[src/rtl/acpis5_pkg.sv]
// types and constants shared by the _S5_ sleep-type scanner
package acpis5_pkg;

    localparam logic [7:0] CHAR_UNDERSCORE = 8'h5F;
    localparam logic [7:0] CHAR_S          = 8'h53;
    localparam logic [7:0] CHAR_FIVE       = 8'h35;
    localparam logic [7:0] OP_PACKAGE      = 8'h12;
    localparam logic [7:0] OP_BYTE_PREFIX  = 8'h0A;
    localparam logic [15:0] SLP_EN         = 16'h2000;
    localparam int unsigned SLP_SHIFT      = 10;
    localparam int unsigned LEAD_SHIFT     = 6;

    typedef enum logic [3:0] {
        PH_IDLE  = 4'd0,
        PH_U     = 4'd1,
        PH_US    = 4'd2,
        PH_US5   = 4'd3,
        PH_NAME  = 4'd4,
        PH_LEAD  = 4'd5,
        PH_SKIP  = 4'd6,
        PH_COUNT = 4'd7,
        PH_A     = 4'd8,
        PH_A_PFX = 4'd9,
        PH_B     = 4'd10,
        PH_B_PFX = 4'd11,
        PH_WAIT  = 4'd12
    } phase_t;

    typedef struct packed {
        logic [7:0] aml_byte;
        logic       is_last;
    } aml_item_t;

    typedef struct packed {
        logic        found;
        logic [7:0]  sleep_type_a;
        logic [7:0]  sleep_type_b;
        logic [15:0] control_word_a;
        logic [15:0] control_word_b;
    } s5_result_t;

    typedef struct packed {
        logic       valid;
        s5_result_t data;
    } step_result_t;

    function automatic logic [15:0] control_word(input logic [7:0] typ);
        logic [15:0] shifted;
        shifted = 16'(typ) << SLP_SHIFT;
        return shifted | SLP_EN;
    endfunction

endpackage

[src/rtl/acpis5_fsm.sv]
// byte-stream recogniser: phase register, skip counter and held sleep type
module acpis5_fsm (
    input  logic                      clk,
    input  logic                      rst_n,
    input  logic                      fire,
    input  acpis5_pkg::aml_item_t     item,
    output acpis5_pkg::step_result_t  step
);
    import acpis5_pkg::*;

    phase_t      phase_reg, phase_next;
    logic [1:0]  skip_reg, skip_next;
    logic [7:0]  held_a_reg, held_a_next;

    function automatic phase_t match_name(input phase_t ph, input logic [7:0] c);
        phase_t res;
        case (ph)
            PH_U, PH_NAME:
                res = (c == CHAR_S) ? PH_US :
                      ((c == CHAR_UNDERSCORE) ? PH_U : PH_IDLE);
            PH_US:
                res = (c == CHAR_FIVE) ? PH_US5 :
                      ((c == CHAR_UNDERSCORE) ? PH_U : PH_IDLE);
            PH_US5:
                res = (c == CHAR_UNDERSCORE) ? PH_NAME : PH_IDLE;
            default:
                res = (c == CHAR_UNDERSCORE) ? PH_U : PH_IDLE;
        endcase
        return res;
    endfunction

    function automatic step_result_t make_result(input logic found,
                                                 input logic [7:0] a,
                                                 input logic [7:0] b);
        step_result_t r;
        r.valid               = 1'b1;
        r.data.found          = found;
        r.data.sleep_type_a   = a;
        r.data.sleep_type_b   = b;
        r.data.control_word_a = control_word(a);
        r.data.control_word_b = control_word(b);
        return r;
    endfunction

    always_comb
    begin
        logic [7:0] c;
        logic [1:0] dec;
        c           = item.aml_byte;
        dec         = skip_reg - 2'd1;
        phase_next  = phase_reg;
        skip_next   = skip_reg;
        held_a_next = held_a_reg;
        step        = '0;
        case (phase_reg)
            PH_NAME:
            begin
                if (c == OP_PACKAGE)
                    phase_next = PH_LEAD;
                else
                    phase_next = match_name(PH_NAME, c);
            end
            PH_LEAD:
            begin
                skip_next  = c[LEAD_SHIFT +: 2];
                phase_next = (c[LEAD_SHIFT +: 2] == 2'd0) ? PH_COUNT : PH_SKIP;
            end
            PH_SKIP:
            begin
                skip_next = dec;
                if (dec == 2'd0)
                    phase_next = PH_COUNT;
            end
            PH_COUNT:
                phase_next = PH_A;
            PH_A, PH_A_PFX:
            begin
                if (phase_reg == PH_A && c == OP_BYTE_PREFIX)
                begin
                    phase_next = PH_A_PFX;
                end
                else
                begin
                    held_a_next = c;
                    phase_next  = PH_B;
                    if (item.is_last)
                    begin
                        step       = make_result(1'b1, c, c);
                        phase_next = PH_WAIT;
                    end
                end
            end
            PH_B:
            begin
                if (c == OP_BYTE_PREFIX && !item.is_last)
                begin
                    phase_next = PH_B_PFX;
                end
                else
                begin
                    step = make_result(1'b1, held_a_reg,
                                       (c == OP_BYTE_PREFIX) ? held_a_reg : c);
                    phase_next = PH_WAIT;
                end
            end
            PH_B_PFX:
            begin
                step       = make_result(1'b1, held_a_reg, c);
                phase_next = PH_WAIT;
            end
            PH_WAIT:
                phase_next = PH_WAIT;
            default:
                phase_next = match_name(phase_reg, c);
        endcase

        // end of table: give the not-found result if no result was given yet, and return to reset
        if (item.is_last)
        begin
            if (!step.valid && phase_reg != PH_WAIT)
                step = make_result(1'b0, 8'd0, 8'd0);
            phase_next  = PH_IDLE;
            skip_next   = 2'd0;
            held_a_next = 8'd0;
        end
    end

    always_ff @(posedge clk or negedge rst_n)
    begin
        if (!rst_n)
        begin
            phase_reg  <= PH_IDLE;
            skip_reg   <= 2'd0;
            held_a_reg <= 8'd0;
        end
        else if (fire)
        begin
            phase_reg  <= phase_next;
            skip_reg   <= skip_next;
            held_a_reg <= held_a_next;
        end
    end

endmodule

[src/rtl/acpis5_out_reg.sv]
// result register holding one transaction until the receiver takes it
module acpis5_out_reg (
    input  logic                    clk,
    input  logic                    rst_n,
    input  logic                    load,
    input  acpis5_pkg::s5_result_t  load_data,
    input  logic                    res_stall,
    output logic                    res_valid,
    output acpis5_pkg::s5_result_t  res
);
    import acpis5_pkg::*;

    logic       valid_reg, valid_next;
    s5_result_t data_reg;

    assign valid_next = load | (valid_reg & res_stall);

    always_ff @(posedge clk or negedge rst_n)
    begin
        if (!rst_n)
            valid_reg <= 1'b0;
        else
            valid_reg <= valid_next;
    end

    always_ff @(posedge clk)
    begin
        if (load)
            data_reg <= load_data;
    end

    assign res_valid = valid_reg;
    assign res       = data_reg;

endmodule

[src/rtl/acpi_s5_sleep_type_scanner_core.sv]
// top level of the _S5_ sleep-type scanner
//
//  channel | direction | handshake            | payload
//  aml     | in        | aml_valid, aml_stall | aml_item_t  (byte, last mark)
//  res     | out       | res_valid, res_stall | s5_result_t (one per table)
//
//  one byte per cycle while aml_stall is low: input register, one step of the phase logic, result register
//  a byte that yields a result goes from the input register into the result register when it fires
//  reset clears the phase, skip count, held type and both valid flags
//  aml_stall rises only when a byte that yields a result waits on a stalled result
module acpi_s5_sleep_type_scanner_core (
    input  logic                    clk,
    input  logic                    rst_n,
    input  logic                    aml_valid,
    output logic                    aml_stall,
    input  acpis5_pkg::aml_item_t   aml,
    output logic                    res_valid,
    input  logic                    res_stall,
    output acpis5_pkg::s5_result_t  res
);
    import acpis5_pkg::*;

    logic         in_valid_reg, in_valid_next;
    aml_item_t    in_data_reg;
    step_result_t step;
    logic         out_free;
    logic         fire;

    assign out_free      = !res_valid || !res_stall;
    assign fire          = in_valid_reg && (!step.valid || out_free);
    assign aml_stall     = in_valid_reg && !fire;
    assign in_valid_next = aml_stall ? in_valid_reg : aml_valid;

    always_ff @(posedge clk or negedge rst_n)
    begin
        if (!rst_n)
            in_valid_reg <= 1'b0;
        else
            in_valid_reg <= in_valid_next;
    end

    always_ff @(posedge clk)
    begin
        if (aml_valid && !aml_stall)
            in_data_reg <= aml;
    end

    acpis5_fsm u_fsm (
        .clk   (clk),
        .rst_n (rst_n),
        .fire  (fire),
        .item  (in_data_reg),
        .step  (step)
    );

    acpis5_out_reg u_out (
        .clk       (clk),
        .rst_n     (rst_n),
        .load      (fire && step.valid),
        .load_data (step.data),
        .res_stall (res_stall),
        .res_valid (res_valid),
        .res       (res)
    );

    a_no_stall_when_free: assert property (@(posedge clk) disable iff (!rst_n)
        in_valid_reg && !res_valid |-> !aml_stall)
        else $error("input stalled while result register empty");

    a_enable_bits: assert property (@(posedge clk) disable iff (!rst_n)
        res_valid |-> res.control_word_a[13] && res.control_word_b[13])
        else $error("control word without enable bit");

    a_not_found_zero: assert property (@(posedge clk) disable iff (!rst_n)
        res_valid && !res.found |-> res.sleep_type_a == 8'd0 && res.sleep_type_b == 8'd0)
        else $error("not-found result carries a sleep type");

    a_result_needs_item: assert property (@(posedge clk) disable iff (!rst_n)
        !res_valid ##1 res_valid |-> $past(in_valid_reg))
        else $error("result appeared without a byte in the input register");

endmodule
[config.mk]
export PLATFORM = sky130hd
export DESIGN_NAME = acpi_s5_sleep_type_scanner_core
export DESIGN_NICKNAME = d
export VERILOG_FILES = /design/src/rtl/acpis5_pkg.sv /design/src/rtl/acpis5_fsm.sv /design/src/rtl/acpis5_out_reg.sv /design/src/rtl/acpi_s5_sleep_type_scanner_core.sv
export SDC_FILE = /design/constraint.sdc
export NUM_CORES = 1
export LEC_CHECK = 0
export BUFFER_PORTS_ARGS = -buffer_cell sky130_fd_sc_hd__buf_2
export CORE_MARGIN = 8
export CORE_UTILIZATION = 58
export DETAILED_ROUTE_END_ITERATION = 8
export PLACE_DENSITY_LB_ADDON = 0.15
export REMOVE_ABC_BUFFERS = 1
export SETUP_SLACK_MARGIN = 0.4
export SYNTH_ARGS = -nofsm -noshare
export SYNTH_HDL_FRONTEND = slang
export SYNTH_SLANG_ARGS = --single-unit
export TNS_END_PERCENT = 50
[constraint.sdc]
create_clock -name clk -period 10.18 [get_ports clk]
set_input_delay 2.036 -clock clk [delete_from_list [all_inputs] [get_ports clk]]
set_output_delay 2.036 -clock clk [all_outputs]
set_load 0.005 [all_outputs]
==> impl_metrics.toml, run 1 <==
[outcome]
status = "complete, no violations"

[detailed_routing]
viasPerCell = 5.93
ant_nets = 0
drc_errors = 0
vias = 1922
totalWireLength_um = 5490
drt-initial-drc-count = 98
firstDrtPassIters = 4
wl_per_cell_um = 16.9

[setup_path]
cp.arrival_ns = 2.53
required_ns = 8.14
reg2reg_to = "u_out.res[35]$_DFFE_PP_"
r2r_cells = 5
critical_path_class = "reg -> out"
critPathLaunchType = "flip-flop"
crit_fanout = 24
r2r_start = "in_data_reg[0]$_DFFE_PP_"
cp-end-kind = "output pin"
r2r_slack_ns = 7.25

[min_path]
min_delay_path_depth = 1
hp-start = "u_fsm.skip_reg[1]$_DFFE_PN0P_"
worstHoldEndpoint = "u_fsm.skip_reg[1]$_DFFE_PN0P_"
hold_path.class = "reg -> reg"

[floorplanning]
die_h_um = 82.7
die_area_mm2 = 0.00685
rows = 24
start_util = 0.598
die_w_um = 82.7
io-pin-count = 64
core_mm2 = 0.00432

[global_route]
busiest_layer = "met2"
met1_usage = 0.218
gr-usage-all-layers = 0.169
grtUsageMet2 = 0.281
antenna_found_initial = 0
grt_max_degree = 25
grt_pass1_wl_um = 9040
gr-usage-met3 = 0.0400
overflow = 0
grt_pass1_vias = 1879

[job]
cap_violations = 0

[clock_tree]
post_cts_resized = 0
cts_root_buffer = "clkbuf_8"
clock_latency_ns = 0.30
hold_buffers = 0
cts_buffer_depth = 2
cts_tree = "built"
clkTransAtPathRegs_ns = 0.08
post-cts-setup-buffer-count = 0
htree_levels = 2
cts.sinks = 43
numCtsBuffers = 5

[synth]
synth_top_area_frac = 0.314
yosysTopAreaCell = "edfxtp_1"
synth_ff_type = "edfxtp_1"
synthCells = 251
yosysUniqueCellTypes = 58
syn_area_per_cell_um2 = 10.3
async_flop_share = 0.372
ys_ff_latch = 43
synth-edff-count = 27
ys.warnings.count = 0
synth_area_leaders = "edfxtp_1 31%, dfrtp_1 15%, buf_4 9.3%"
synth_area_mm2 = 0.00258
ys_seq_area_frac = 0.469

[place]
port_buffers = 43
place_inst = 316
globalplace.congestion = 0.843
dp_slack_ns = 5.69
hpwlAfterDp_um = 3980

[power_and_ir_drop]
power.leakage_nw = 1.14
ir_worst_vdd_uv = 106
p_per_area_mw_per_mm2 = 189

[finish]
final_util = 0.626
largest_reg_flops = 18
final_cells = 324
fin_nets = 285
area_delta_synth_final_pct = 4.84
drive_gt1_frac = 0.232
antennaDiodeCount = 0

[timing]
timing.setup.tns_ns = 0
fin_skew_ns = 0.00589
relSlewSlack = 0.236
tightest_slew_ns = 1.14
period_share = 0.449
setup_ws_ns = 5.61
holdWs_ns = 0.536
slew_violations = 0
max_clock_freq_mhz = 219
hold_violations = 0
fin_crit_ns = 4.57
setup_violations = 0
grt_setup_unrepaired = "false"
-- cells by family after synthesis --
family | Yosys count | share of synthesized area
other | 1 | 0.00145
xor gates and xnor gates | 2 | 0.00678
muxes | 1 | 0.00387
adders and majority gates | 1 | 0.00484
AOI/OAI and AO/OA | 61 | 0.183
buffers and inverters | 56 | 0.136
and+or+nand+nor | 86 | 0.196
DFF | 43 | 0.469
-- cell usage in the layout, fill, tap and decap left out, types with 2 or more instances in the layout --
cell type	count
nand3_1	3
o21ai_1	8
conb_1	20
nand4_1	2
nand2b_1	6
a31oi_1	10
nor4_1	3
inv_1	4
o21ai_0	3
and2_1	3
and2b_1	4
nor4b_1	3
nor2_1	16
a211oi_1	4
edfxtp_1	27
buf_4	2
o31ai_1	2
nand4b_1	3
nor2b_1	7
o31a_1	2
dfrtp_1	16
a21oi_1	3
and3_1	3
a221o_1	2
clkbuf_8	5
nand2_1	22
buf_2	43
a22o_1	13
-- critical path, cell delays in order, from the launching register on --
cell      delay [ns]
edfxtp_1        0.75
and2_1          0.32
a211oi_1        0.63
nor2_1          0.18
nand4_1         0.18
inv_1           0.05
buf_2           0.12
-- power breakdown --
group          total [mW]  switching, mW  internal, mW
registers           0.261         0.0405         0.220
clock network       0.106         0.0576        0.0479
logic               0.145         0.0803        0.0643
total               0.511          0.178         0.332
-- synth_stat cells (3+ instances only) --
cell,instances
and2_1,3
a211oi_1,4
nor2b_1,7
clkbuf_1,13
nand3_1,3
o21ai_0,3
a21oi_1,3
nor4_1,3
dfrtp_1,16
o21ai_1,8
buf_2,4
nand4b_1,3
edfxtp_1,27
buf_4,32
nor4b_1,3
and2b_1,4
a22o_1,13
and3_1,3
a31oi_1,10
inv_1,4
nand2b_1,6
nor2_1,16
nand2_1,22
-- per-layer routing --
metal  wire length, um  up-vias  part of all wire
li1                  -      905                 -
met3               510        5             0.093
met5                 0        -                 0
met2              2660       85              0.48
met4                47        0            0.0086
met1              2280      927              0.41
-- stage by stage --
step | cell area, um2 | power (mW)
floorplan | 2320 | 0.355
global placement | 2620 | 0.403
detailed placement | 2620 | 0.408
CTS | 2710 | 0.512
global route | 2710 | 0.543
finish | 2710 | 0.511
-- worst max-delay path by stage --
| stage | from | to | cells past startpoint |
|---|---|---|---|
| final | in_data_reg[0]$_DFFE_PP_ | aml_stall | 6 |
| after global routing | in_data_reg[0]$_DFFE_PP_ | aml_stall | 6 |
| after CTS | in_data_reg[0]$_DFFE_PP_ | aml_stall | 6 |
| after detailed placement | res_stall | aml_stall | 4 |
| after global placement | res_stall | aml_stall | 4 |
| after floorplan | res_stall | aml_stall | 2 |
-- area by class of cell --
type | instances | area [um2]
clock buffers | 6 | 72.6
clock inverters | 2 | 12.5
fillers | 371 | 1620
inverters | 5 | 18.8
multi-input cells | 171 | 1100
flip-flops and latches | 43 | 1210
well taps | 52 | 65.1
repair buffers | 45 | 230
(Power assumes the default switching activity.)
==> run 2: changes to the inputs <==
--- a/config.mk
+++ b/config.mk
@@ -7,7 +7,7 @@
 export LEC_CHECK = 0
 export BUFFER_PORTS_ARGS = -buffer_cell sky130_fd_sc_hd__buf_2
 export CORE_MARGIN = 8
-export CORE_UTILIZATION = 58
+export CORE_UTILIZATION = 53
 export DETAILED_ROUTE_END_ITERATION = 8
 export PLACE_DENSITY_LB_ADDON = 0.15
 export REMOVE_ABC_BUFFERS = 1
==> constraint.sdc (replaced) <==
create_clock -name clk -period 4.4 [get_ports clk]
set_input_delay 0.88 -clock clk [delete_from_list [all_inputs] [get_ports clk]]
set_output_delay 0.88 -clock clk [all_outputs]
set_load 0.005 [all_outputs]
==> run 2 against run 1 <==
Effect of this change: wire length up 6.1%; first-iteration DRC count increased by 86%; worst setup slack worse by 4.5 ns; global-route usage down 1.0 points; power increased by 150%; die area increased by 7.6%; critical path depth unchanged; utilization is 3.9 points lower; non-clock buffer count grew 2; critical path type unchanged; critical endpoint unchanged.
==> impl_metrics.toml, run 2 (synthesis gave the netlist of run 1 again) <==
[min_path]
hold_path.class = "in -> async"

[timing]
grt_setup_unrepaired = "false"
max_clock_freq_mhz = 304
setup_violations = 0
slew_violations = 0
fin_crit_ns = 3.29
period_share = 0.748
timing.setup.tns_ns = 0
hold_violations = 0
tightest_slew_ns = 1.00
fin_skew_ns = 0.0118
relSlewSlack = 0.330
setup_ws_ns = 1.11

[finish]
antennaDiodeCount = 0
multiInputGateArea_mm2 = 0.00110
regArea_mm2 = 0.00121
final_area_mm2 = 0.00277
layout_common_cells = "43 x buf_2, 27 x edfxtp_1, 22 x nand2_1"
area_delta_synth_final_pct = 7.36
largest_reg_flops = 18
drive_gt1_frac = 0.241
nFillCells = 395
final_cells = 341
final_common_cell = "buf_2"
fin_nets = 287

[setup_path]
r2r_slack_ns = 1.53
critPathLaunchType = "flip-flop"
cp.arrival_ns = 2.41
crit_fanout = 21
cp-end-kind = "output pin"
crit_start = "u_fsm.phase_reg[1]$_DFFE_PN0P_"
r2r_cells = 7
cp_slowest_stage_delay_ns = 0.67
required_ns = 3.52
crit_chain = "and2_1 -> a211oi_1 -> nor2_1 -> nand4_1 -> inv_1 -> buf_2"
reg2reg_to = "u_out.res[36]$_DFFE_PP_"
slowest_stage = "a211oi_1"
r2r_start = "in_data_reg[7]$_DFFE_PP_"
critical_path_class = "reg -> out"

[global_route]
overflow = 0
grt_pass1_vias = 1941
gr-usage-all-layers = 0.159
grt_max_degree = 24
grt_pass1_wl_um = 9340
antenna_found_initial = 0

[place]
globalplace.congestion = 0.903
post_dp_cell_area_mm2 = 0.00266
place_inst = 333
dp_slack_ns = 1.46
port_buffers = 43
hpwlAfterDp_um = 4090

[clock_tree]
clkTransAtPathRegs_ns = 0.09
clock_latency_ns = 0.31
post_cts_resized = 0
post-cts-setup-buffer-count = 0
htree_levels = 2
cts_tree = "built"
cts_root_buffer = "clkbuf_8"
hold_buffers = 0
cts_buffer_depth = 2
cts.sinks = 43
numCtsBuffers = 5

[power_and_ir_drop]
p_per_area_mw_per_mm2 = 458
power.leakage_nw = 1.16
ir_worst_vdd_uv = 238
p_total_mw = 1.27

[detailed_routing]
totalWireLength_um = 5830
drc_errors = 0
drt-initial-drc-count = 182
viasPerCell = 5.71
ant_nets = 0
wl_per_cell_um = 17.1
vias = 1946
firstDrtPassIters = 4

[job]
cap_violations = 0

[floorplanning]
io-pin-count = 64
core_mm2 = 0.00472
die_h_um = 85.8
rows = 25
start_util = 0.547
die_w_um = 85.8
die_area_mm2 = 0.00737

[outcome]
status = "complete, no violations"
[run 2: changes by cell type in the layout (fill, tap and decap cells not counted)]
cell        delta
buf_4          +2
bufinv_16      +1
clkinv_4       +1
clkinvlp_4     -1
clkbuf_1       -1
inv_6          +1
clkinv_2       -1
[run 2: layout make-up]
cell class	instances	area share
multi-input cells	171	0.396
flip-flops and latches	43	0.437
inverters	5	0.00677
clock inverters	3	0.0171
clock buffers	5	0.0248
repair buffers	47	0.0884
well taps	67	0.0302
[run 2: worst max-delay path by stage]
stage                         endpoint  slack, ns  cells after the start
2_1_floorplan  u_out.res[13]$_DFFE_PP_       0.98                      4
3_3_place_gp                 aml_stall       1.52                      6
3_5_place_dp                 aml_stall       1.46                      6
4_1_cts                      aml_stall       1.12                      6
5_1_grt                      aml_stall       1.01                      6
6_report                     aml_stall       1.11                      6
[run 2: power by group]
part	switching, mW	internal (mW)
registers	0.0916	0.509
clock network	0.149	0.172
logic	0.196	0.151
total	0.437	0.832
[run 2: per-layer routing]
layer  wire [um]  GRT usage  vias up
met4          93     0.0605        0
met2        2770      0.269       96
met1        2530      0.192      927
li1            -          -      914
met5           0          0        -
met3         429     0.0363        9
[run 2: per-stage QoR]
step                      hold WS, ns   util
final                           0.490  0.587
after global routing            0.518  0.587
after CTS                       0.502  0.587
after detailed placement        0.513  0.563
after global placement          0.503  0.563
after floorplan                 0.481      -
[run 2: critical path, delay by kind of cell, from the launching register on]
| kind | cells | cell delay [ns] |
|---|---|---|
| flops | 1 | 0.63 |
| compound gates | 1 | 0.67 |
| simple gates | 3 | 0.65 |
| buf+inv | 2 | 0.17 |
